==> config.mk <==
export PLATFORM = sky130hd
export DESIGN_NAME = smm_queue
export DESIGN_NICKNAME = d
export VERILOG_FILES = /design/src/rtl/core/slot_memory_megarom_mapper_top_macros.svh /design/src/rtl/core/smm_pkg.sv /design/src/rtl/core/smm_queue.sv
export SDC_FILE = /design/constraint.sdc
export NUM_CORES = 1
export LEC_CHECK = 0
export ABC_CLOCK_PERIOD_IN_PS = 2850
export BUFFER_PORTS_ARGS = -buffer_cell sky130_fd_sc_hd__buf_2
export CAP_MARGIN = 20
export CORE_AREA = 2 2 110 112
export DETAILED_ROUTE_END_ITERATION = 10
export DIE_AREA = 0 0 112 114
export PLACE_DENSITY = 0.5
export SETUP_SLACK_MARGIN = 0.2
export SLEW_MARGIN = 5
export SYNTH_ARGS = -nofsm -noshare
export SYNTH_HDL_FRONTEND = slang
export SYNTH_SLANG_ARGS = --single-unit
export TNS_END_PERCENT = 30
==> constraint.sdc <==
create_clock -name clk -period 2.85 [get_ports clk]
set_clock_uncertainty 0.1 [all_clocks]
set_input_delay 0.285 -clock clk [delete_from_list [all_inputs] [get_ports clk]]
set_output_delay 0.285 -clock clk [all_outputs]
set_load 0.005 [all_outputs]
==> src/rtl/core/slot_memory_megarom_mapper_top_macros.svh <==
// assertion macros for the slot memory mapper
`ifndef SLOT_MEMORY_MEGAROM_MAPPER_TOP_MACROS_SVH
`define SLOT_MEMORY_MEGAROM_MAPPER_TOP_MACROS_SVH

// same-cycle implication, checked out of reset
`define SMM_ASSERT_NOW(lbl, ante, cons, msg) \
  lbl: assert property (@(posedge clk) disable iff (rst) (ante) |-> (cons)) else $error(msg);

// next-cycle implication, checked out of reset
`define SMM_ASSERT_NEXT(lbl, ante, cons, msg) \
  lbl: assert property (@(posedge clk) disable iff (rst) (ante) |=> (cons)) else $error(msg);

`endif

==> src/rtl/core/smm_pkg.sv <==
package smm_pkg;

  localparam int ROM_PAGE_COUNT_DEFAULT = 32;
  localparam int CFG_INDEX_W = 2;
  localparam int CFG_DATA_W = 4;
  localparam int QUEUE_DEPTH = 2;
  localparam int QUEUE_PTR_W = $clog2(QUEUE_DEPTH);

  // access commands
  localparam logic [2:0] CMD_READ_BYTE  = 3'd0;
  localparam logic [2:0] CMD_READ_WORD  = 3'd1;
  localparam logic [2:0] CMD_WRITE_BYTE = 3'd2;
  localparam logic [2:0] CMD_WRITE_WORD = 3'd3;
  localparam logic [2:0] CMD_LOAD_SLOT  = 3'd4;
  localparam logic [2:0] CMD_LOAD_ROM   = 3'd5;

  // configuration register indexes
  localparam logic [CFG_INDEX_W-1:0] REG_MEGAROM_ENABLE    = 2'd0;
  localparam logic [CFG_INDEX_W-1:0] REG_MAPPER_TYPE       = 2'd1;
  localparam logic [CFG_INDEX_W-1:0] REG_CART_SLOT         = 2'd2;
  localparam logic [CFG_INDEX_W-1:0] REG_WRITE_ENABLE_MASK = 2'd3;

  // mapper types
  localparam logic [1:0] MAP_PLAIN8K  = 2'd0;
  localparam logic [1:0] MAP_PAIRED   = 2'd1;
  localparam logic [1:0] MAP_ASCII8   = 2'd2;
  localparam logic [1:0] MAP_ASCII16  = 2'd3;

  typedef enum logic [2:0] {
    OP_NOP,
    OP_READ,
    OP_WRITE,
    OP_LOAD_SLOT,
    OP_LOAD_ROM
  } op_kind_t;

  // one byte operation handed from front to back
  typedef struct packed {
    op_kind_t    kind;
    logic [15:0] addr;
    logic [7:0]  data;
    logic [1:0]  slot;
    logic [4:0]  page;
    logic        hi;
    logic        last;
  } op_t;

  typedef struct packed {
    logic       megarom_enable;
    logic [1:0] mapper_type;
    logic [1:0] cart_slot;
    logic [3:0] write_enable_mask;
  } cfg_regs_t;

  // queue handshake as seen from either side
  typedef struct packed {
    logic push;
    logic pop;
    logic full;
    logic empty;
  } queue_ctl_t;

endpackage

==> src/rtl/core/smm_queue.sv <==
module smm_queue (
  input  logic            clk,
  input  logic            rst,
  input  logic            push,
  input  smm_pkg::op_t    push_op,
  input  logic            pop,
  output smm_pkg::op_t    pop_op,
  output logic            full,
  output logic            empty
);
  import smm_pkg::*;

  op_t                    entries [QUEUE_DEPTH];
  logic [QUEUE_PTR_W-1:0] wr_ptr;
  logic [QUEUE_PTR_W-1:0] rd_ptr;
  logic [QUEUE_PTR_W:0]   count;

  assign full   = (count == (QUEUE_PTR_W+1)'(QUEUE_DEPTH));
  assign empty  = (count == '0);
  assign pop_op = entries[rd_ptr];

  always_ff @(posedge clk) begin
    if (push) begin
      entries[wr_ptr] <= push_op;
    end
  end

  always_ff @(posedge clk) begin
    if (rst) begin
      wr_ptr <= '0;
      rd_ptr <= '0;
      count  <= '0;
    end else begin
      if (push) begin
        wr_ptr <= wr_ptr + 1'b1;
      end
      if (pop) begin
        rd_ptr <= rd_ptr + 1'b1;
      end
      if (push && !pop) begin
        count <= count + 1'b1;
      end else if (pop && !push) begin
        count <= count - 1'b1;
      end
    end
  end

endmodule

==> metrics.csv, run 1 <==
stage,metric,value,unit
run_status,outcome,"complete, no violations",
power_and_ir_drop,Static Leak,1.38,nW
sta,final number of setup-violating endpoints,0,
sta,Tcrit/Tclk final,73.3,%
setup_path,Worst Path Required,2470,ps
setup_path,crit path max fanout,15,
cells_and_area,fin nets,263,
worst_hold_path,Hold Path Class,in -> reg,
sta,FMAX,479,MHz
detailed_routing,Vias,1462,
cts,H-tree depth,3,
cts,"CTS clk-pin slew, worst paths",60,ps
cts,CTS tree,done,
global_routing,largest net degree at the start of global routing,20,
global_routing,initial antenna violation count,0,
cts,post-CTS sizing,0,
power_and_ir_drop,Seq pwr share,49.9,%
setup_path,CP arrival,1700,ps
sta,Hold Worst Slack,41.3,ps
cells_and_area,ratio of cells with drive above 1 in the final layout,59.9,%
detailed_routing,routed length per instance,13.7,um
place,routability cong.,0.650,
synth,syn nets,175,
place,Place WS,1050,ps
floorplan,die area,12800,um^2
floorplan,Initial Util,24.0,%
flow_run,Max-Cap Viols,0,
cts,hold buffer count at cts,0,
synth,register area share after synthesis,80.4,%
place,Buffers on Ports,77,
power_and_ir_drop,Comb power frac,9.3,%
detailed_routing,1st-iter DRT viols,36,
cts,root buf cell,clkbuf_16,
sta,Final TNS setup,0,ps
cells_and_area,Ant. Diodes,0,
cts,clock tree sinks,77,
cells_and_area,post-layout util,31.6,%
cts,postcts setup bufs,0,
cts,CTS buffer count,9,
floorplan,IO Count,78,
global_routing,global-route wire length before repair,7.94,mm
cells_and_area,synthesis-to-layout area growth,31.5,%
floorplan,Placeable Area,11700,um^2
setup_path,max incr delay on CP,580,ps
place,Area after DPL,3410,um^2
setup_path,CP max stage cell,dfxtp_2,
synth,Mapped Cells,134,
global_routing,total grt overflow,0,
sta,RSZ-0062 raised after global routing,no,
cells_and_area,Finished Cell Area,3700,um^2
synth,Syn. warnings,0,
power_and_ir_drop,Switch Pwr,569,uW
floorplan,Site Rows,40,
detailed_routing,Detail Route Antenna Nets,0,
power_and_ir_drop,sw frac,21.1,%
sta,Rel. slew slack,53.5,%
sta,Final Hold Fails,0,
setup_path,Startpoint Class,flip-flop,
setup_path,Crit. End Element,output pin,
detailed_routing,DRT Pass-1 Iters,3,
power_and_ir_drop,Power Internal,2.13,mW
place,detailed placer's ending HPWL,3.40,mm
cts,"Clk Latency, worst-skew pair",320,ps
synth,cell area after synthesis,2810,um^2
floorplan,Die Y,114,um
synth,#FFs+latches synth,77,
sta,Worst Max-Slew Pin Slew,696,ps
detailed_routing,routed wire length,5.14,mm
synth,Synth cell types,16,
cts,Max Buffers Root-to-Sink,2,
synth,Mapped Avg Cell Area,21.0,um^2
detailed_routing,via-per-instance ratio,3.91,
floorplan,die width,112,um
setup_path,critical-path cell list,buf_4 -> mux2_2 -> buf_2,
detailed_routing,# DRC,0,
power_and_ir_drop,IR Drop Worst-Case VDD,0.239,mV
sta,Final Worst Setup Slack,762,ps
power_and_ir_drop,Pwr Density,728,nW/um^2
sta,crit path time final,2090,ps
global_routing,vias in the first global route,1512,
sta,Final Slew Violations,0,
power_and_ir_drop,Clk pwr share,40.8,%
setup_path,worst setup path class,reg -> out,
global_routing,Tot GR Track Use,8.44,%
==> registers in the layout, summed over array words and instances, names as in the netlist, named ones only <==
signal	cells
entries	72
count	2
rd_ptr	1
wr_ptr	1
==> placed cells by master (no fill, tap or decap), drive strengths merged <==
cell      instances
clkbuf            9
dfxtp             5
nor2              5
edfxtp           72
xnor2             2
xor2              2
clkinvlp          3
bufinv            1
nor2b             1
or3               1
and2b             1
ha                1
mux2             36
and2              1
a21oi             1
inv               1
clkinv            3
o21ai             1
buf              81
==> metrics by stage <==
stage / total power, mW / instances
4_1_cts: 2.74 / 374
6_report: 2.69 / 374
5_1_grt: 2.82 / 374
2_1_floorplan: 1.50 / 134
3_5_place_dp: 1.63 / 358
3_3_place_gp: 1.62 / 358
==> area by class of cell <==
cell class                      instances  area, um^2
Multi-Input combinational cell         52         518
Tap cell                              147         184
Sequential cell                        77        2260
Timing Repair Buffer                   81         440
Clock buffer                            9         225
Fill cell                            1179        8010
Inverter                                1        3.75
Clock inverter                          7        66.3
==> cell usage after synthesis <==
cell	n	area [um^2]
dfxtp_1	5	100
xnor2_1	2	17.5
or3_1	1	6.26
inv_1	1	3.75
and2_1	1	6.26
ha_1	1	12.5
buf_6	3	33.8
nor2b_1	1	6.26
nor2_1	5	18.8
xor2_1	2	17.5
a21oi_1	1	5.00
mux2_2	36	405
buf_2	1	5.00
edfxtp_1	72	2160
and2b_2	1	8.76
o21ai_0	1	5.00
==> kinds of logic (layout without fill, tap and decap cells) <==
kind of cell	Yosys count	in the layout	synth area share (%)
xor gates and xnor gates	4	4	1.25
muxes	36	36	14.4
adders and majority gates	1	1	0.445
and+or+nand+nor	9	9	1.65
DFF	77	77	80.4
AOI/OAI and AO/OA	2	2	0.355
buffers and inverters	5	98	1.51
==> per-layer routing <==
metal  vias to the layer above  global-route usage, %  wire, um  part of all wire (%)
met5                         -                      0         0                     0
met4                         0                   3.17        56                   1.1
met3                         5                   4.04       378                   7.4
met2                        48                   13.3      2370                    46
met1                       713                   10.1      2330                    45
li1                        696                      -         -                     -
==> final timing paths <==
path	startpoint	endpoint	slack (ps)	depth (start not counted)
worst min register to register	rd_ptr	rd_ptr	410	2
worst min-delay path	push_op[8]	entries[0][8]	40	1
worst max register to register	wr_ptr	entries[1][15]	1240	2
worst max-delay path	flip-flop	pop_op[31]	760	3
==> worst max-delay path, delay by kind of cell, from the launching register on <==
kind | cells | cell delay (ps)
buffers and inverters | 2 | 430
DFF | 1 | 580
muxes | 1 | 360
==> power by group through the flow <==
stage               clock network (mW)  registers, mW  logic, mW
finish                            1.10           1.34      0.252
global route                      1.19           1.35      0.279
floorplan                            0           1.36      0.142
detailed placement                   0           1.37      0.259
CTS                               1.13           1.35      0.261
global placement                     0           1.37      0.255
(Power assumes the default switching activity.)
==> inputs of run 2 (changes only) <==
--- a/config.mk
+++ b/config.mk
@@ -5,13 +5,13 @@
 export SDC_FILE = /design/constraint.sdc
 export NUM_CORES = 1
 export LEC_CHECK = 0
-export ABC_CLOCK_PERIOD_IN_PS = 2850
+export ABC_CLOCK_PERIOD_IN_PS = 1900
 export BUFFER_PORTS_ARGS = -buffer_cell sky130_fd_sc_hd__buf_2
 export CAP_MARGIN = 20
 export CORE_AREA = 2 2 110 112
 export DETAILED_ROUTE_END_ITERATION = 10
 export DIE_AREA = 0 0 112 114
-export PLACE_DENSITY = 0.5
+export PLACE_DENSITY = 0.52
 export SETUP_SLACK_MARGIN = 0.2
 export SLEW_MARGIN = 5
 export SYNTH_ARGS = -nofsm -noshare
==> constraint.sdc (replaced) <==
create_clock -name clk -period 1.9 [get_ports clk]
set_clock_uncertainty 0.1 [all_clocks]
set_input_delay 0.19 -clock clk [delete_from_list [all_inputs] [get_ports clk]]
set_output_delay 0.19 -clock clk [all_outputs]
set_load 0.005 [all_outputs]
==> run 2 against run 1 <==
Register-to-register slack worse by 700 ps. Critical path depth is the same. Sequential share of layout area is 6.0 points lower. Setup slack worse by 530 ps. First-iteration DRC count down 28%. Non-clock buffer count increased by 39. Clock-buffer cell count unchanged. Clock power grew 62%. Combinational power grew 80%. Critical path type unchanged. Critical endpoint is now pop_op[12].
==> metrics.csv, run 2 (synthesis results as in run 1) <==
stage,metric,value,unit
run_status,outcome,"complete, no violations",
detailed_routing,routed wire length,5.29,mm
cells_and_area,synthesis-to-layout area growth,45.9,%
cells_and_area,ratio of cells with drive above 1 in the final layout,51.9,%
detailed_routing,via-per-instance ratio,3.90,
power_and_ir_drop,Seq pwr share,47.3,%
power_and_ir_drop,Comb power frac,10.7,%
flow_run,Max-Cap Viols,0,
sta,Worst Max-Slew Pin Slew,360,ps
cts,H-tree depth,3,
power_and_ir_drop,sw frac,20.3,%
power_and_ir_drop,Final Power,4.24,mW
global_routing,initial antenna violation count,0,
floorplan,Placeable Area,11700,um^2
sta,FMAX,601,MHz
global_routing,global-route wire length before repair,8.45,mm
cells_and_area,largest register by flop count,entries,
sta,Final Slew Violations,0,
setup_path,CP arrival,1370,ps
setup_path,WP depth,3,
detailed_routing,Vias,1611,
cells_and_area,biggest regs,"entries: 72 flops, count: 2 flops",
sta,Final Hold Fails,0,
place,routability cong.,0.617,
cells_and_area,Ant. Diodes,0,
cts,root buf cell,clkbuf_16,
sta,RSZ-0062 raised after global routing,yes,
cts,Max Buffers Root-to-Sink,2,
sta,crit path time final,1660,ps
cts,"Clk Latency, worst-skew pair",320,ps
cells_and_area,Finished Cell Area,4110,um^2
floorplan,IO Count,78,
setup_path,Crit. End Element,output pin,
setup_path,max incr delay on CP,370,ps
setup_path,CP max stage cell,dfxtp_2,
power_and_ir_drop,Power Internal,3.38,mW
global_routing,Tot GR Track Use,8.98,%
cells_and_area,"most common cell after layout, fill and taps aside",buf_2,
power_and_ir_drop,Pwr Density,1030,nW/um^2
sta,Tcrit/Tclk final,87.6,%
global_routing,largest net degree at the start of global routing,23,
cts,postcts setup bufs,0,
floorplan,Initial Util,24.0,%
detailed_routing,routed length per instance,12.8,um
sta,Rel. slew slack,76.0,%
detailed_routing,DRT Pass-1 Iters,3,
floorplan,Site Rows,40,
setup_path,worst r2r src,wr_ptr,
sta,final number of setup-violating endpoints,0,
global_routing,vias in the first global route,1735,
cells_and_area,fin nets,302,
setup_path,CP top delay family,flip-flops,
worst_hold_path,Hold Path Class,in -> reg,
cts,CTS tree,done,
floorplan,die width,112,um
cts,clock tree sinks,77,
power_and_ir_drop,Clk pwr share,41.9,%
cts,CTS buffer count,9,
cells_and_area,max FFs per register,72,
detailed_routing,1st-iter DRT viols,26,
setup_path,Worst R2R Path Depth,2,
setup_path,Worst Path Required,1610,ps
place,Buffers on Ports,77,
floorplan,Die Y,114,um
detailed_routing,# DRC,0,
setup_path,worst setup path class,reg -> out,
worst_hold_path,Hold Crit Depth,3,
setup_path,crit path max fanout,18,
sta,Final TNS setup,0,ps
setup_path,critical-path cell list,buf_8 -> mux2_2 -> buf_2,
place,Area after DPL,3400,um^2
place,detailed placer's ending HPWL,3.41,mm
floorplan,die area,12800,um^2
power_and_ir_drop,Static Leak,1.56,nW
cells_and_area,"commonest non-fill, non-tap cells in the layout","77 x buf_2, 72 x edfxtp_1, 37 x dlygate4sd3_1",
global_routing,total grt overflow,0,
detailed_routing,Detail Route Antenna Nets,0,
worst_hold_path,HP Start,pop,
setup_path,worst path bufs/invs,2,
setup_path,Startpoint Class,flip-flop,
cts,"CTS clk-pin slew, worst paths",60,ps
power_and_ir_drop,IR Drop Worst-Case VDD,0.391,mV
cells_and_area,post-layout util,35.1,%
power_and_ir_drop,Switch Pwr,860,uW
-- run 2: cell types whose count changed in the layout (fill, tap and decap cells not counted) --
cell | previous run | this run
buf_12 | 2 | 1
buf_8 | 0 | 1
buf_4 | 2 | 4
bufinv_16 | 1 | 2
dlygate4sd3_1 | 0 | 37
clkinv_4 | 0 | 1
clkinvlp_4 | 3 | 1
-- run 2: cell type report --
cell class                      instances  area, um^2
Multi-Input combinational cell         52         518
Sequential cell                        77        2260
Fill cell                            1177        7610
Tap cell                              147         184
Timing Repair Buffer                  120         821
Clock inverter                          7        90.1
Inverter                                1        3.75
Clock buffer                            9         225
-- run 2: power by group through the flow --
stage | Combinational [mW] | Sequential [mW] | Clock, mW
2_1_floorplan | 0.214 | 2.03 | 0
3_3_place_gp | 0.395 | 2.04 | 0
3_5_place_dp | 0.402 | 2.04 | 0
4_1_cts | 0.467 | 2.01 | 1.84
5_1_grt | 0.501 | 2.02 | 1.91
6_report | 0.454 | 2.01 | 1.78
-- run 2: worst register-to-register path: stages, from the launching register on --
cell     delay, ps
dfxtp_1        400
and2_2         180
buf_4          340
-- run 2: final timing paths --
kind	slack (ps)	endpoint
setup / recovery	240	pop_op[12]
setup reg to reg	540	entries[1][4]
hold / removal	50	rd_ptr
hold reg to reg	410	count[1]
-- run 2: timing repair --
| item | in CTS | in global routing |
|---|---|---|
| setup endpoints to repair | 36 | 34 |
| resized for setup | 3 | 2 |
| hold buffers | 37 | 0 |
| hold endpoints to repair | 77 | 0 |
-- run 2: per-layer routing --
layer | GRT usage (%) | up-vias | routed length [um]
met5 | 0 | - | 0
met4 | 4.63 | 0 | 81
met3 | 3.72 | 7 | 292
met2 | 14.9 | 47 | 2650
met1 | 9.93 | 787 | 2270
li1 | - | 770 | -
-- run 2: stage by stage --
stage          instances  setup WS, ps  hold slack, ps
2_1_floorplan        134           108             159
3_3_place_gp         360           488             279
3_5_place_dp         360           484             282
4_1_cts              413           196            37.2
5_1_grt              413           168            79.5
6_report             413           235            48.2
==> inputs of run 3 (changes only) <==
--- a/config.mk
+++ b/config.mk
@@ -6,7 +6,7 @@
 export NUM_CORES = 1
 export LEC_CHECK = 0
 export ABC_CLOCK_PERIOD_IN_PS = 1900
-export BUFFER_PORTS_ARGS = -buffer_cell sky130_fd_sc_hd__buf_2
+export BUFFER_PORTS_ARGS = -buffer_cell sky130_fd_sc_hd__buf_4
 export CAP_MARGIN = 20
 export CORE_AREA = 2 2 110 112
 export DETAILED_ROUTE_END_ITERATION = 10
==> run 3 against run 2 <==
Clock-buffer cell count unchanged. Setup slack worse by 1.9 ps. Hold slack worse by 6.7 ps. Total power down 4.5%. Die area unchanged. Non-clock buffer count unchanged. Combinational power up 18%. Cell count unchanged. Core utilization up 1.3 points. Critical path type unchanged.
==> metrics.csv, run 3 (synthesis results as in run 1) <==
stage,metric,value,unit
run_status,outcome,"complete, no violations",
floorplan,IO Count,78,
setup_path,CP top delay family,flip-flops,
setup_path,worst path bufs/invs,2,
sta,Rel. slew slack,75.1,%
setup_path,worst setup path class,reg -> out,
detailed_routing,routed wire length,5.48,mm
detailed_routing,routed length per instance,13.3,um
power_and_ir_drop,Comb power frac,13.2,%
detailed_routing,via-per-instance ratio,3.91,
cts,CTS buffer count,9,
global_routing,total grt overflow,0,
place,detailed placer's ending HPWL,3.49,mm
global_routing,global-route wire length before repair,8.76,mm
cells_and_area,Ant. Diodes,0,
cts,postcts setup bufs,0,
power_and_ir_drop,Clk pwr share,37.2,%
floorplan,die width,112,um
sta,final number of setup-violating endpoints,0,
setup_path,CP max stage cell,dfxtp_2,
detailed_routing,1st-iter DRT viols,60,
setup_path,critical-path cell list,buf_12 -> mux2_2 -> buf_4,
power_and_ir_drop,Pwr Density,951,nW/um^2
sta,Worst Max-Slew Pin Slew,373,ps
cells_and_area,ratio of cells with drive above 1 in the final layout,51.5,%
cells_and_area,"commonest non-fill, non-tap cells in the layout","81 x buf_4, 72 x edfxtp_1, 37 x dlygate4sd3_1",
global_routing,initial antenna violation count,0,
floorplan,Initial Util,24.0,%
setup_path,max incr delay on CP,370,ps
cells_and_area,"most common cell after layout, fill and taps aside",buf_4,
place,Buffers on Ports,77,
power_and_ir_drop,Switch Pwr,866,uW
cts,H-tree depth,3,
global_routing,vias in the first global route,1784,
setup_path,Startpoint Class,flip-flop,
setup_path,crit path max fanout,18,
cts,Max Buffers Root-to-Sink,2,
cts,"Clk Latency, worst-skew pair",320,ps
sta,Final Slew Violations,0,
cts,root buf cell,clkbuf_16,
cells_and_area,biggest regs,"entries: 72 flops, count: 2 flops",
power_and_ir_drop,IR Drop Worst-Case VDD,0.316,mV
sta,Hold Worst Slack,41.5,ps
global_routing,largest net degree at the start of global routing,25,
cts,CTS tree,done,
sta,Final TNS setup,0,ps
cells_and_area,largest register by flop count,entries,
global_routing,Tot GR Track Use,9.18,%
worst_hold_path,Hold Path Class,in -> reg,
floorplan,die area,12800,um^2
cells_and_area,Finished Cell Area,4260,um^2
sta,Final Hold Fails,0,
detailed_routing,Detail Route Antenna Nets,0,
place,routability cong.,0.602,
power_and_ir_drop,Seq pwr share,49.6,%
sta,crit path time final,1670,ps
detailed_routing,# DRC,0,
setup_path,Worst Path Required,1610,ps
cts,"CTS clk-pin slew, worst paths",60,ps
power_and_ir_drop,sw frac,21.4,%
sta,RSZ-0062 raised after global routing,yes,
floorplan,Placeable Area,11700,um^2
sta,FMAX,600,MHz
cells_and_area,max FFs per register,72,
floorplan,Die Y,114,um
flow_run,Max-Cap Viols,0,
cts,clock tree sinks,77,
power_and_ir_drop,Power Internal,3.18,mW
setup_path,CP arrival,1380,ps
detailed_routing,Vias,1615,
sta,Tcrit/Tclk final,87.7,%
floorplan,Site Rows,40,
cells_and_area,fin nets,302,
detailed_routing,DRT Pass-1 Iters,4,
power_and_ir_drop,Static Leak,1.60,nW
cells_and_area,synthesis-to-layout area growth,51.2,%
place,Area after DPL,3590,um^2
setup_path,Crit. End Element,output pin,
## run 3: changes by cell type in the layout (fill, tap and decap cells not counted), sizes merged
cell and change:
bufinv -2, clkinv +2
## run 3: final cells by class
cell class / instances / area, um^2
inverter: 1 / 3.75
tap: 147 / 184
fill: 1146 / 7460
sequential: 77 / 2260
timing repair buffer: 120 / 1020
multi-input combinational: 52 / 518
clock buffer: 9 / 225
clock inverter: 7 / 42.5
## run 3: final timing paths
kind	slack, ps	cells after the start	from	to
setup / recovery	230	3	flip-flop	pop_op[0]
hold / removal	40	3	push	wr_ptr
setup reg to reg	530	2	wr_ptr	entries[1][1]
hold reg to reg	420	2	count[1]	count[1]
## run 3: power groups by stage
stage | Clock [mW] | Sequential [mW] | Combinational (mW)
5_1_grt | 1.65 | 2.02 | 0.585
2_1_floorplan | 0 | 2.03 | 0.214
4_1_cts | 1.57 | 2.01 | 0.553
3_5_place_dp | 0 | 2.04 | 0.478
6_report | 1.51 | 2.01 | 0.535
3_3_place_gp | 0 | 2.04 | 0.472
## run 3: metal layers
metal | vias up | share of wire (%) | GRT usage (%)
met5 | - | 0 | 0
met4 | 0 | 1.4 | 4.39
met3 | 7 | 5.3 | 3.35
met2 | 48 | 52 | 16.1
met1 | 789 | 41 | 9.86
li1 | 771 | - | -
## run 3: what timing repair did
item / in CTS / in global routing
pin swaps: 0 / 0
hold buffers: 37 / 0
endpoints found under the setup margin: 36 / 27
gates resized for setup: 6 / 0
endpoints found under the hold margin: 77 / 0
## run 3: per-stage QoR
stage / util [%] / total power, mW / cells / setup slack, ps
finish: 36.3 / 4.05 / 413 / 233
detailed placement: 30.7 / 2.52 / 360 / 469
global placement: 30.7 / 2.51 / 360 / 482
floorplan: - / 2.25 / 134 / 108
CTS: 36.3 / 4.13 / 413 / 188
global route: 36.3 / 4.25 / 413 / 169
## run 3: worst min-delay path: stages
cell and delay, ps:
buf_4 110, xnor2_1 60, nor2_1 70
