$ cat config.mk
export PLATFORM = sky130hd
export DESIGN_NAME = smm_front_flat
export DESIGN_NICKNAME = d
export VERILOG_FILES = /design/src/rtl/core/slot_memory_megarom_mapper_top_macros.svh /design/src/rtl/core/smm_pkg.sv /design/src/rtl/core/smm_access_if.sv /design/src/rtl/core/smm_front.sv /design/src/flat_wrapper.sv
export SDC_FILE = /design/constraint.sdc
export NUM_CORES = 1
export LEC_CHECK = 0
export BUFFER_PORTS_ARGS = -buffer_cell sky130_fd_sc_hd__buf_2
export CORE_MARGIN = 2
export CORE_UTILIZATION = 25
export CTS_CLUSTER_DIAMETER = 100
export CTS_CLUSTER_SIZE = 40
export DETAILED_ROUTE_END_ITERATION = 12
export PLACE_DENSITY = 0.47
export SKIP_LAST_GASP = 1
export SYNTH_ARGS = -nofsm -noshare
export SYNTH_HDL_FRONTEND = slang
export SYNTH_SLANG_ARGS = --single-unit
export TNS_END_PERCENT = 50
$ cat constraint.sdc
create_clock -name clk -period 7.3 [get_ports clk]
set_clock_uncertainty 0.1 [all_clocks]
set_input_delay 1.825 -clock clk [delete_from_list [all_inputs] [get_ports clk]]
set_output_delay 1.825 -clock clk [all_outputs]
set_load 0.03 [all_outputs]
$ cat src/rtl/core/slot_memory_megarom_mapper_top_macros.svh
// assertion macros for the slot memory mapper
`ifndef SLOT_MEMORY_MEGAROM_MAPPER_TOP_MACROS_SVH
`define SLOT_MEMORY_MEGAROM_MAPPER_TOP_MACROS_SVH

// same-cycle implication, checked out of reset
`define SMM_ASSERT_NOW(lbl, ante, cons, msg) \
  lbl: assert property (@(posedge clk) disable iff (rst) (ante) |-> (cons)) else $error(msg);

// next-cycle implication, checked out of reset
`define SMM_ASSERT_NEXT(lbl, ante, cons, msg) \
  lbl: assert property (@(posedge clk) disable iff (rst) (ante) |=> (cons)) else $error(msg);

`endif

$ cat src/rtl/core/smm_pkg.sv
package smm_pkg;

  localparam int ROM_PAGE_COUNT_DEFAULT = 32;
  localparam int CFG_INDEX_W = 2;
  localparam int CFG_DATA_W = 4;
  localparam int QUEUE_DEPTH = 2;
  localparam int QUEUE_PTR_W = $clog2(QUEUE_DEPTH);

  // access commands
  localparam logic [2:0] CMD_READ_BYTE  = 3'd0;
  localparam logic [2:0] CMD_READ_WORD  = 3'd1;
  localparam logic [2:0] CMD_WRITE_BYTE = 3'd2;
  localparam logic [2:0] CMD_WRITE_WORD = 3'd3;
  localparam logic [2:0] CMD_LOAD_SLOT  = 3'd4;
  localparam logic [2:0] CMD_LOAD_ROM   = 3'd5;

  // configuration register indexes
  localparam logic [CFG_INDEX_W-1:0] REG_MEGAROM_ENABLE    = 2'd0;
  localparam logic [CFG_INDEX_W-1:0] REG_MAPPER_TYPE       = 2'd1;
  localparam logic [CFG_INDEX_W-1:0] REG_CART_SLOT         = 2'd2;
  localparam logic [CFG_INDEX_W-1:0] REG_WRITE_ENABLE_MASK = 2'd3;

  // mapper types
  localparam logic [1:0] MAP_PLAIN8K  = 2'd0;
  localparam logic [1:0] MAP_PAIRED   = 2'd1;
  localparam logic [1:0] MAP_ASCII8   = 2'd2;
  localparam logic [1:0] MAP_ASCII16  = 2'd3;

  typedef enum logic [2:0] {
    OP_NOP,
    OP_READ,
    OP_WRITE,
    OP_LOAD_SLOT,
    OP_LOAD_ROM
  } op_kind_t;

  // one byte operation handed from front to back
  typedef struct packed {
    op_kind_t    kind;
    logic [15:0] addr;
    logic [7:0]  data;
    logic [1:0]  slot;
    logic [4:0]  page;
    logic        hi;
    logic        last;
  } op_t;

  typedef struct packed {
    logic       megarom_enable;
    logic [1:0] mapper_type;
    logic [1:0] cart_slot;
    logic [3:0] write_enable_mask;
  } cfg_regs_t;

  // queue handshake as seen from either side
  typedef struct packed {
    logic push;
    logic pop;
    logic full;
    logic empty;
  } queue_ctl_t;

endpackage

$ cat src/rtl/core/smm_access_if.sv
interface smm_access_if;
  logic        valid;
  logic        ready;
  logic [2:0]  cmd;
  logic [15:0] address;
  logic [15:0] data;
  logic [7:0]  slot_select;
  logic [1:0]  load_slot;
  logic [4:0]  load_page;

  modport source (output valid, cmd, address, data, slot_select, load_slot, load_page,
                  input ready);
  modport sink (input valid, cmd, address, data, slot_select, load_slot, load_page,
                output ready);
endinterface

$ cat src/rtl/core/smm_front.sv
module smm_front (
  input  logic            clk,
  input  logic            rst,
  smm_access_if.sink      access,
  input  logic            clear_busy,
  input  logic            q_full,
  output logic            push,
  output smm_pkg::op_t    push_op
);
  import smm_pkg::*;

  logic        f_valid;
  logic        f_phase;
  logic [2:0]  f_cmd;
  logic [15:0] f_addr;
  logic [15:0] f_data;
  logic [7:0]  f_sel;
  logic [1:0]  f_lslot;
  logic [4:0]  f_lpage;
  logic [15:0] byte_addr;
  logic        done;
  logic        accept;

  function automatic logic [1:0] slot_of(input logic [15:0] a, input logic [7:0] sel);
    logic [1:0] s;
    unique case (a[15:14])
      2'd0: s = sel[1:0];
      2'd1: s = sel[3:2];
      2'd2: s = sel[5:4];
      2'd3: s = sel[7:6];
    endcase
    return s;
  endfunction

  // second byte of a word wraps at 16 bits
  assign byte_addr = f_phase ? f_addr + 16'd1 : f_addr;

  always_comb begin
    push_op.kind = OP_NOP;
    push_op.addr = byte_addr;
    push_op.data = f_data[7:0];
    push_op.slot = slot_of(byte_addr, f_sel);
    push_op.page = f_lpage;
    push_op.hi   = 1'b0;
    push_op.last = 1'b1;
    unique case (f_cmd)
      CMD_READ_BYTE: begin
        push_op.kind = OP_READ;
      end
      CMD_READ_WORD: begin
        push_op.kind = OP_READ;
        push_op.hi   = f_phase;
        push_op.last = f_phase;
      end
      CMD_WRITE_BYTE: begin
        push_op.kind = OP_WRITE;
      end
      CMD_WRITE_WORD: begin
        push_op.kind = OP_WRITE;
        push_op.data = f_phase ? f_data[15:8] : f_data[7:0];
        push_op.last = f_phase;
      end
      CMD_LOAD_SLOT: begin
        push_op.kind = OP_LOAD_SLOT;
        push_op.slot = f_lslot;
      end
      CMD_LOAD_ROM: begin
        push_op.kind = OP_LOAD_ROM;
      end
      default: begin
        push_op.kind = OP_NOP;
      end
    endcase
  end

  assign push = f_valid && !q_full;
  assign done = push && push_op.last;
  assign access.ready = !clear_busy && (!f_valid || done);
  assign accept = access.valid && access.ready;

  always_ff @(posedge clk) begin
    if (rst) begin
      f_valid <= 1'b0;
      f_phase <= 1'b0;
    end else begin
      if (accept) begin
        f_valid <= 1'b1;
        f_phase <= 1'b0;
        f_cmd   <= access.cmd;
        f_addr  <= access.address;
        f_data  <= access.data;
        f_sel   <= access.slot_select;
        f_lslot <= access.load_slot;
        f_lpage <= access.load_page;
      end else if (done) begin
        f_valid <= 1'b0;
      end else if (push) begin
        f_phase <= 1'b1;
      end
    end
  end

endmodule

$ cat src/flat_wrapper.sv
// flat-port wrapper written by rule: the top's interface ports become plain ports
module smm_front_flat import smm_pkg::*;
  (clk, rst, clear_busy, q_full, push, push_op, access_valid, access_cmd, access_address, access_data, access_slot_select, access_load_slot, access_load_page, access_ready);
  smm_access_if access_i ();
  input  logic clk;
  input  logic rst;
  input  logic clear_busy;
  input  logic q_full;
  output logic push;
  output smm_pkg::op_t push_op;
  input wire logic [$bits(access_i.valid)-1:0] access_valid;
  input wire logic [$bits(access_i.cmd)-1:0] access_cmd;
  input wire logic [$bits(access_i.address)-1:0] access_address;
  input wire logic [$bits(access_i.data)-1:0] access_data;
  input wire logic [$bits(access_i.slot_select)-1:0] access_slot_select;
  input wire logic [$bits(access_i.load_slot)-1:0] access_load_slot;
  input wire logic [$bits(access_i.load_page)-1:0] access_load_page;
  output wire logic [$bits(access_i.ready)-1:0] access_ready;
  assign access_i.valid = access_valid;
  assign access_i.cmd = access_cmd;
  assign access_i.address = access_address;
  assign access_i.data = access_data;
  assign access_i.slot_select = access_slot_select;
  assign access_i.load_slot = access_load_slot;
  assign access_i.load_page = access_load_page;
  assign access_ready = access_i.ready;
  smm_front u_core (.clk(clk), .rst(rst), .access(access_i), .clear_busy(clear_busy), .q_full(q_full), .push(push), .push_op(push_op));
endmodule
==> results of run 1 <==
logic make-up after synthesis:
family                   synth area share, %
XOR/XNOR                               5.649
multiplexers                           6.052
flip-flops                             71.01
AND/OR/NAND/NOR                        11.82
AO/OA/AOI/OAI                          3.228
buffers and inverters                  1.671
adder cells (fa/ha/maj)               0.5763
through the flow:
| step | utilization (%) | worst slack, ns | total power [W] | hold slack, ns |
|---|---|---|---|---|
| final | 34.37 | 2.784 | 0.0005519 | 0.4080 |
| after global routing | 34.37 | 2.694 | 0.0005766 | 0.4655 |
| after CTS | 34.37 | 2.787 | 0.0005606 | 0.4112 |
| after detailed placement | 33.30 | 2.790 | 0.0003964 | 0.3989 |
| after global placement | 33.30 | 2.818 | 0.0003957 | 0.3924 |
| after floorplan | - | 1.915 | 0.0003727 | 0.3607 |
area by class of cell:
cell class	count	area, sq um	area share, %
Clock buffer	6	72.57	2.544
Multi-Input combinational cell	78	600.6	21.05
Sequential cell	52	1541	54.04
Inverter	6	22.52	0.7895
Clock inverter	2	16.27	0.5702
Tap cell	105	131.4	4.605
Timing Repair Buffer	93	467.9	16.40
worst max-delay path, cell delays in order:
cell     delay, ns
buf_2         0.10
o21ai_0       0.19
nor2b_1       0.24
buf_2         0.23
Yosys cell counts:
master	count
nand4_1	4
inv_1	6
and4_1	1
nor4_1	1
nor2_1	6
o221a_1	1
nand4_2	1
o221a_2	1
dfxtp_1	2
or3b_1	2
mux2_2	9
nand2_1	6
xnor2_1	9
nor3_2	1
nand3b_1	1
xor2_1	5
o21ai_0	4
edfxtp_1	50
and3_4	1
and3_1	3
nor2b_1	5
mux2_4	2
a21oi_1	4
nor2_2	1
clkbuf_8	1
a211oi_1	1
ha_1	1
nand4_4	1
nand3_1	7
worst max path at each step:
stage                     cells after the start               end
after floorplan                               4  u_core.f_addr[0]
after CTS                                     4      access_ready
after detailed placement                      4      access_ready
final                                         4      access_ready
after global routing                          4      access_ready
after global placement                        4      access_ready
layer usage:
metal	global-route usage [%]	vias up	share of wire (%)
met5	0	-	0
met4	2.275	0	0.34
met3	4.460	2	11
met2	13.94	65	44
met1	11.41	648	45
li1	-	713	-
state kept, by name, summed over array words and instances, names as in the netlist:
signal / flops
u_core.f_data: 16
u_core.f_phase: 1
u_core.f_valid: 1
u_core.f_lpage: 5
u_core.f_cmd: 3
u_core.f_sel: 8
u_core.f_addr: 16
u_core.f_lslot: 2
power groups by stage:
stage | Sequential (W) | Combinational (W) | Clock, W
floorplan | 0.000349 | 0.0000235 | 0
global placement | 0.000348 | 0.0000477 | 0
CTS | 0.000341 | 0.0000485 | 0.000171
detailed placement | 0.000348 | 0.0000482 | 0
global route | 0.000342 | 0.0000519 | 0.000183
finish | 0.000341 | 0.0000475 | 0.000163
==> impl_metrics.csv, run 1 <==
group,metric,value,unit
power,vdd_drop_max,0.00007440,V
finish,filler_cell_count,831,
critical_path,worst-endpoint-required,5.38,ns
finish,syn_to_final_growth,31.41,%
die,die_area,9445,sq um
die,num_io_pins,93,
finish,final_cell_mix,"buf_2 (92), edfxtp_1 (50), xnor2_1 (9), mux2_2 (9), nand3_1 (7)",
finish,n_antenna_cell,0,
detailed_routing,drt_iter0_markers,27,
critical_path,reg2reg_to,"u_core.f_cmd[2]",
cts,tritoncts_num_sinks,52,
timing,timing.fmax,221.4,MHz
power,pwr-share-comb,8.6,%
run_status,outcome,"complete, no violations",
die,fp.dieH,97.19,microns
power,p_sw,0.0001268,W
synthesis,synthDominantCellAreaShare,69.16,%
detailed_routing,viasPerCell,4.175,
cts,clk_root_buffer_cell,"clkbuf_8",
cts,clk_transition_reported_paths,0.10,ns
power,internal-power,0.0004251,W
placed_design,placed_cells,334,
synthesis,syn-cell-area,2171,sq um
detailed_routing,totalWireLength,4.400,mm
detailed_routing,first_pass_iters,2,
die,core,8299,sq um
hold_path,worst_hold_path_type,"register to register",
finish,layout-drive-gt1-share,49.79,%
detailed_routing,vias,1428,
placed_design,placement.cell_area,2764,sq um
grt,globalRoute.totalOverflow,0,
cts,ctsHtreeMaxLevel,2,
critical_path,worst_setup_path_end_kind,"output port",
timing,finalHoldViolCount,0,
synthesis,postSynthCellCount,137,
cts,ctsLongestPathBuffers,2,
critical_path,worstPathMaxFanout,3,
hold_path,min_to,"u_core.f_valid",
cts,post_cts_resize_count,0,
timing,timing.max_slew.rel_slack,60.35,%
critical_path,worstSetupStartpointType,"primary input",
finish,final-instance-count-excl-fill,342,
timing,rsz0062_at_grt,"false",
timing,final_max_slew_viol_count,0,
placed_design,globalplace.congestion,0.7195,
critical_path,arrival,2.59,ns
hold_path,hold_path_depth,2,
finish,num-nets-final,292,
critical_path,crit_path_start,"q_full",
timing,min_period,4.516,ns
synthesis,synthesis.yosys.warnings,0,
timing,setup_tns,0,ns
die,core.rowCount,33,
power,part_of_the_power_in_registers,61.8,%
critical_path,r2r.worst_path.cells,7,
job,max_cap_violations,0,
synthesis,syn_area_per_cell,15.85,sq um
detailed_routing,routed_wire_length_per_instance,12.87,microns
grt,grt_start_max_net_pins,32,
cts,clock_insertion_delay_worst_skew,0.30,ns
critical_path,crit-reg2reg-launch,"u_core.f_cmd[0]",
die,chipWidth,97.19,microns
hold_path,min_from,"u_core.f_valid",
power,fraction_of_power_consumed_by_the_clock_network,29.6,%
synthesis,ys_types,29,
cts,post_cts_hold_buffer_count,0,
power,p_leak,1.125,nW
synthesis,synth-seq-area-share,71.01,%
synthesis,number_of_register_bits_inferred_by_synthesis,52,
critical_path,timing_worst_setup_path_type,"primary input to output port",
placed_design,place.detailed.hpwl,3.424,mm
cts,total_cts_buffers,5,
cts,tritoncts,"yes",
power,power.density_cell_area,193.5,nW/um^2
cts,cts_setup_buffers,0,
power,sw_frac_of_total,22.97,%
critical_path,ff2ff_setup_slack,4.54,ns
grt,wire_length_of_the_first_global_routing_pass,6.872,mm
finish,design_area,2853,sq um
die,floorplan.initialDensity,26.16,%
synthesis,ys_top_cells_by_area,"edfxtp_1 (69%), mux2_2 (4.7%), xnor2_1 (3.6%)",
synthesis,synth_largest_area_cell,"edfxtp_1",
timing,setup_viol_count_final,0,
timing,max_slew.worst_pin.slew,0.5933,ns
synthesis,syn_nets,193,
finish,layout.cells.most_common,"buf_2",
detailed_routing,drt.antenna.violating_nets,0,
detailed_routing,remaining_design_rule_violation_count,0,
grt,grt_pass1_vias,1375,
timing,finalCritPeriodShare,61.87,%
placed_design,buffer_ports.inserted,92,
grt,grt_antenna_before_repair,0,
grt,groute.usage.overall,9.056,%
(Power assumes the default switching activity.)
==> inputs of run 2 (changes only) <==
--- a/config.mk
+++ b/config.mk
@@ -11,7 +11,7 @@
 export CTS_CLUSTER_DIAMETER = 100
 export CTS_CLUSTER_SIZE = 40
 export DETAILED_ROUTE_END_ITERATION = 12
-export PLACE_DENSITY = 0.47
+export PLACE_DENSITY = 0.49
 export SKIP_LAST_GASP = 1
 export SYNTH_ARGS = -nofsm -noshare
 export SYNTH_HDL_FRONTEND = slang
==> constraint.sdc (replaced) <==
create_clock -name clk -period 4 [get_ports clk]
set_clock_uncertainty 0.1 [all_clocks]
set_input_delay 1 -clock clk [delete_from_list [all_inputs] [get_ports clk]]
set_output_delay 1 -clock clk [all_outputs]
set_load 0.03 [all_outputs]
==> impl_metrics.csv, run 2 (synthesis gave the netlist of run 1 again) <==
group,metric,value,unit
grt,grt_antenna_before_repair,0,
cts,tritoncts_num_sinks,52,
timing,max_slew.worst_pin.slew,0.6537,ns
cts,clk_root_buffer_cell,"clkbuf_8",
detailed_routing,vias,1427,
finish,num-nets-final,292,
critical_path,r2r.worst_path.cells,7,
cts,clock_insertion_delay_worst_skew,0.30,ns
timing,final_max_slew_viol_count,0,
timing,min_period,3.436,ns
grt,globalRoute.busiestLayer,"met2",
die,num_io_pins,93,
critical_path,timing_worst_setup_path_type,"register to output port",
cts,cts_setup_buffers,0,
power,vdd_drop_max,0.0001552,V
cts,post_cts_resize_count,0,
cts,total_cts_buffers,5,
critical_path,ff2ff_setup_slack,1.55,ns
grt,globalRoute.totalOverflow,0,
grt,grt_pass1_vias,1417,
hold_path,hold_path_depth,2,
power,power.density_cell_area,355.8,nW/um^2
critical_path,worstPathMaxFanout,10,
cts,ctsHtreeMaxLevel,2,
die,core.rowCount,33,
detailed_routing,first_pass_iters,4,
timing,finalCritPeriodShare,85.90,%
finish,syn_to_final_growth,31.53,%
critical_path,worstSetupStartpointType,"register",
finish,final_cell_mix,"buf_2 (92), edfxtp_1 (50), xnor2_1 (9), mux2_2 (9), nand3_1 (7)",
finish,filler_cell_count,830,
hold_path,min_from,"u_core.f_valid",
detailed_routing,routed_wire_length_per_instance,13.27,microns
detailed_routing,totalWireLength,4.537,mm
cts,clk_transition_reported_paths,0.09,ns
detailed_routing,remaining_design_rule_violation_count,0,
die,chipWidth,97.19,microns
placed_design,place.detailed.hpwl,3.495,mm
timing,setup_tns,0,ns
cts,post_cts_hold_buffer_count,0,
job,max_cap_violations,0,
detailed_routing,drt.antenna.violating_nets,0,
placed_design,globalplace.congestion,0.7737,
grt,wire_length_of_the_first_global_routing_pass,7.107,mm
hold_path,min_to,"u_core.f_valid",
power,p_leak,1.132,nW
timing,setup_viol_count_final,0,
critical_path,worst_setup_path_end_kind,"output port",
grt,gr-usage-met2,14.90,%
critical_path,crit-reg2reg-launch,"u_core.f_cmd[0]",
critical_path,arrival,2.34,ns
critical_path,reg2reg_to,"u_core.f_cmd[1]",
hold_path,worst_hold_path_type,"register to register",
grt,groute.usage.overall,9.550,%
grt,global_route.usage.met1,11.97,%
placed_design,pre_cts_ws,0.8667,ns
cts,tritoncts,"yes",
finish,n_antenna_cell,0,
run_status,outcome,"complete, no violations",
critical_path,worst-endpoint-required,2.90,ns
timing,timing.fmax,291.0,MHz
detailed_routing,drt_iter0_markers,37,
timing,timing.max_slew.rel_slack,56.42,%
die,core,8299,sq um
timing,rsz0062_at_grt,"false",
die,die_area,9445,sq um
timing,worst_slack,0.5641,ns
die,fp.dieH,97.19,microns
grt,grt_use_met3,4.604,%
detailed_routing,viasPerCell,4.173,
finish,layout-drive-gt1-share,50.21,%
finish,layout.cells.most_common,"buf_2",
die,floorplan.initialDensity,26.16,%
placed_design,buffer_ports.inserted,92,
cts,ctsLongestPathBuffers,2,
timing,finalHoldViolCount,0,
grt,grt_start_max_net_pins,51,
finish,biggestRegsByFlops,"u_core.f_addr (16), u_core.f_data (16), u_core.f_sel (8)",
-- run 2: cell count changes in the layout (fill, tap and decap cells not counted), sizes merged --
cell | before | now
inv | 6 | 7
clkinvlp | 1 | 0
clkinv | 1 | 2
clkbuf | 6 | 5
-- run 2: report_power, final --
group,internal [W],switching (W),total (W)
clock,0.000126,0.000180,0.000306
sequential,0.000615,0.00000798,0.000623
combinational,0.0000361,0.0000507,0.0000868
total,0.000777,0.000239,0.00102
-- run 2: worst max-delay path by stage --
stage	to	startpoint
after CTS	push_op[7]	u_core.f_phase
after floorplan	u_core.f_addr[0]	q_full
after global placement	push_op[7]	u_core.f_phase
after detailed placement	push_op[7]	u_core.f_phase
final	push_op[7]	u_core.f_phase
after global routing	push_op[7]	u_core.f_addr[0]
-- run 2: cell type report --
class / instances / area [sq um] / share of cell area [%]
flip-flops and latches: 52 / 1541 / 53.99
repair buffers: 93 / 467.9 / 16.39
well taps: 105 / 131.4 / 4.601
clock inverters: 3 / 22.52 / 0.7888
multi-input cells: 78 / 600.6 / 21.03
clock buffers: 5 / 68.82 / 2.410
inverters: 6 / 22.52 / 0.7888
-- run 2: worst max-delay path: stages, from the launching register on --
cell and delay, ns:
dfxtp_1 0.56, nand4_4 0.17, nor3_2 0.18, a21oi_1 0.16
nor2_2 0.23, mux2_4 0.32, o221a_1 0.24, buf_2 0.18
-- run 2: metal layers --
metal / part of all wire, % / wire [microns]
met4: 0.84 / 38
met3: 12 / 527
met2: 45 / 2039
met1: 43 / 1930
met5: 0 / 0
-- run 2: metrics by stage --
stage	power, W	hold WS [ns]	area [sq um]	cells	util [%]
2_1_floorplan	0.0006798	0.3607	2173	137	-
3_3_place_gp	0.0007233	0.4073	2764	334	33.30
3_5_place_dp	0.0007241	0.4055	2764	334	33.30
4_1_cts	0.001037	0.4287	2855	342	34.40
5_1_grt	0.001066	0.4565	2855	342	34.40
6_report	0.001016	0.4300	2855	342	34.40
==> inputs of run 3 (changes only) <==
--- a/config.mk
+++ b/config.mk
@@ -6,7 +6,6 @@
 export NUM_CORES = 1
 export LEC_CHECK = 0
 export BUFFER_PORTS_ARGS = -buffer_cell sky130_fd_sc_hd__buf_2
-export CORE_MARGIN = 2
 export CORE_UTILIZATION = 25
 export CTS_CLUSTER_DIAMETER = 100
 export CTS_CLUSTER_SIZE = 40
==> impl_metrics.csv, run 3 (synthesis gave the netlist of run 1 again) <==
group,metric,value,unit
cts,ctsLongestPathBuffers,2,
critical_path,arrival,2.34,ns
critical_path,cp_cell_sequence,"nand4_4, nor3_2, a21oi_1, nor2_2, mux2_4, o221a_1, buf_2",
critical_path,worstSetupStartpointType,"register",
timing,final_max_slew_viol_count,0,
cts,post_cts_resize_count,0,
finish,filler_cell_count,843,
job,max_cap_violations,0,
cts,clk_root_buffer_cell,"clkbuf_8",
grt,grt_start_max_net_pins,51,
finish,syn_to_final_growth,31.35,%
timing,finalCritPeriodShare,85.98,%
critical_path,worst-endpoint-required,2.90,ns
critical_path,cpMaxStageDelayCell,"dfxtp_1",
detailed_routing,first_pass_iters,4,
grt,groute.usage.overall,10.14,%
grt,grt_pass1_vias,1445,
die,floorplan.initialDensity,26.16,%
placed_design,place.detailed.hpwl,3.397,mm
detailed_routing,viasPerCell,4.117,
detailed_routing,remaining_design_rule_violation_count,0,
finish,n_antenna_cell,0,
die,die_area,9060,sq um
finish,fin_util,34.36,%
power,power.density_cell_area,350.4,nW/um^2
cts,total_cts_buffers,5,
detailed_routing,vias,1408,
finish,layout.cells.most_common,"buf_2",
power,p_leak,1.122,nW
detailed_routing,drt_iter0_markers,34,
cts,cts_setup_buffers,0,
cts,ctsHtreeMaxLevel,2,
cts,clk_transition_reported_paths,0.09,ns
die,core,8299,sq um
detailed_routing,drt.antenna.violating_nets,0,
power,vdd_drop_max,0.0001289,V
grt,wire_length_of_the_first_global_routing_pass,6.693,mm
detailed_routing,totalWireLength,4.408,mm
timing,setup_viol_count_final,0,
finish,num-nets-final,292,
placed_design,globalplace.congestion,0.7364,
grt,globalRoute.totalOverflow,0,
cts,tritoncts_num_sinks,52,
timing,finalHoldViolCount,0,
critical_path,worstPathMaxFanout,10,
timing,rsz0062_at_grt,"false",
die,core.rowCount,33,
critical_path,critical_path.max_stage_delay,0.58,ns
timing,timing.fmax,290.8,MHz
cts,tritoncts,"yes",
critical_path,timing_worst_setup_path_type,"register to output port",
finish,biggestRegsByFlops,"u_core.f_addr (16), u_core.f_data (16), u_core.f_sel (8)",
die,chipWidth,95.19,microns
hold_path,worst_hold_path_type,"register to register",
die,fp.dieH,95.19,microns
finish,final_cell_mix,"buf_2 (92), edfxtp_1 (50), xnor2_1 (9), mux2_2 (9), nand3_1 (7)",
run_status,outcome,"complete, no violations",
cts,clock_insertion_delay_worst_skew,0.30,ns
die,num_io_pins,93,
finish,multi_input_area,600.6,sq um
timing,max_slew.worst_pin.slew,0.6425,ns
critical_path,worst_setup_path_end_kind,"output port",
finish,regArea,1541,sq um
timing,setup_tns,0,ns
grt,grt_antenna_before_repair,0,
finish,layout-drive-gt1-share,49.79,%
critical_path,worst_path_dominant_cell_family,"flip-flops",
detailed_routing,routed_wire_length_per_instance,12.89,microns
timing,timing.max_slew.rel_slack,57.16,%
critical_path,worst-path-buf-inv,1,
timing,min_period,3.439,ns
cts,post_cts_hold_buffer_count,0,
placed_design,buffer_ports.inserted,92,
[run 3: changes by cell type in the layout (fill, tap and decap cells not counted)]
cell / change
clkinvlp_4: +2
clkinv_4: -1
clkinv_2: -1
inv_6: -1
clkinv_1: +1
[run 3: final timing paths]
kind	startpoint	endpoint	slack, ns	depth (start not counted)
min reg2reg	u_core.f_valid	u_core.f_valid	0.42	2
min	u_core.f_valid	u_core.f_valid	0.42	2
max reg2reg	u_core.f_cmd[0]	u_core.f_sel[1]	1.55	7
max	u_core.f_phase	push_op[7]	0.56	7
[run 3: power by group]
part           switching [W]  leakage [nW]  internal [W]
combinational      0.0000504         0.609     0.0000361
clock               0.000169        0.0378      0.000121
sequential        0.00000789         0.475      0.000615
total               0.000227          1.12      0.000772
[run 3: area by class of cell]
class / count / share of cell area [%]
well taps: 105 / 4.607
clock buffers: 5 / 2.413
clock inverters: 3 / 0.6582
repair buffers: 93 / 16.41
flip-flops and latches: 52 / 54.06
inverters: 6 / 0.7898
multi-input cells: 78 / 21.06
[run 3: tightest hold or removal path: stages, from the launching register on]
cell     delay, ns
dfxtp_1       0.32
o21ai_0       0.10
a21oi_1       0.07
[run 3: metrics by stage]
step | std cells | power, W | cell area (sq um) | hold WS, ns | setup WS, ns
after global placement | 334 | 0.0007232 | 2764 | 0.4053 | 0.9394
after detailed placement | 334 | 0.0007236 | 2764 | 0.4067 | 0.8698
after floorplan | 137 | 0.0006798 | 2173 | 0.3607 | 0.2563
final | 342 | 0.0009992 | 2851 | 0.4235 | 0.5610
after CTS | 342 | 0.001015 | 2851 | 0.4276 | 0.5361
after global routing | 342 | 0.001046 | 2851 | 0.4730 | 0.3481
[run 3: routing by layer]
layer | up-vias | routed length, microns | global-route usage (%)
met5 | - | 0 | 0
met4 | 0 | 29 | 3.788
met3 | 4 | 578 | 5.821
met2 | 70 | 1863 | 15.00
met1 | 622 | 1936 | 12.15
li1 | 712 | - | -
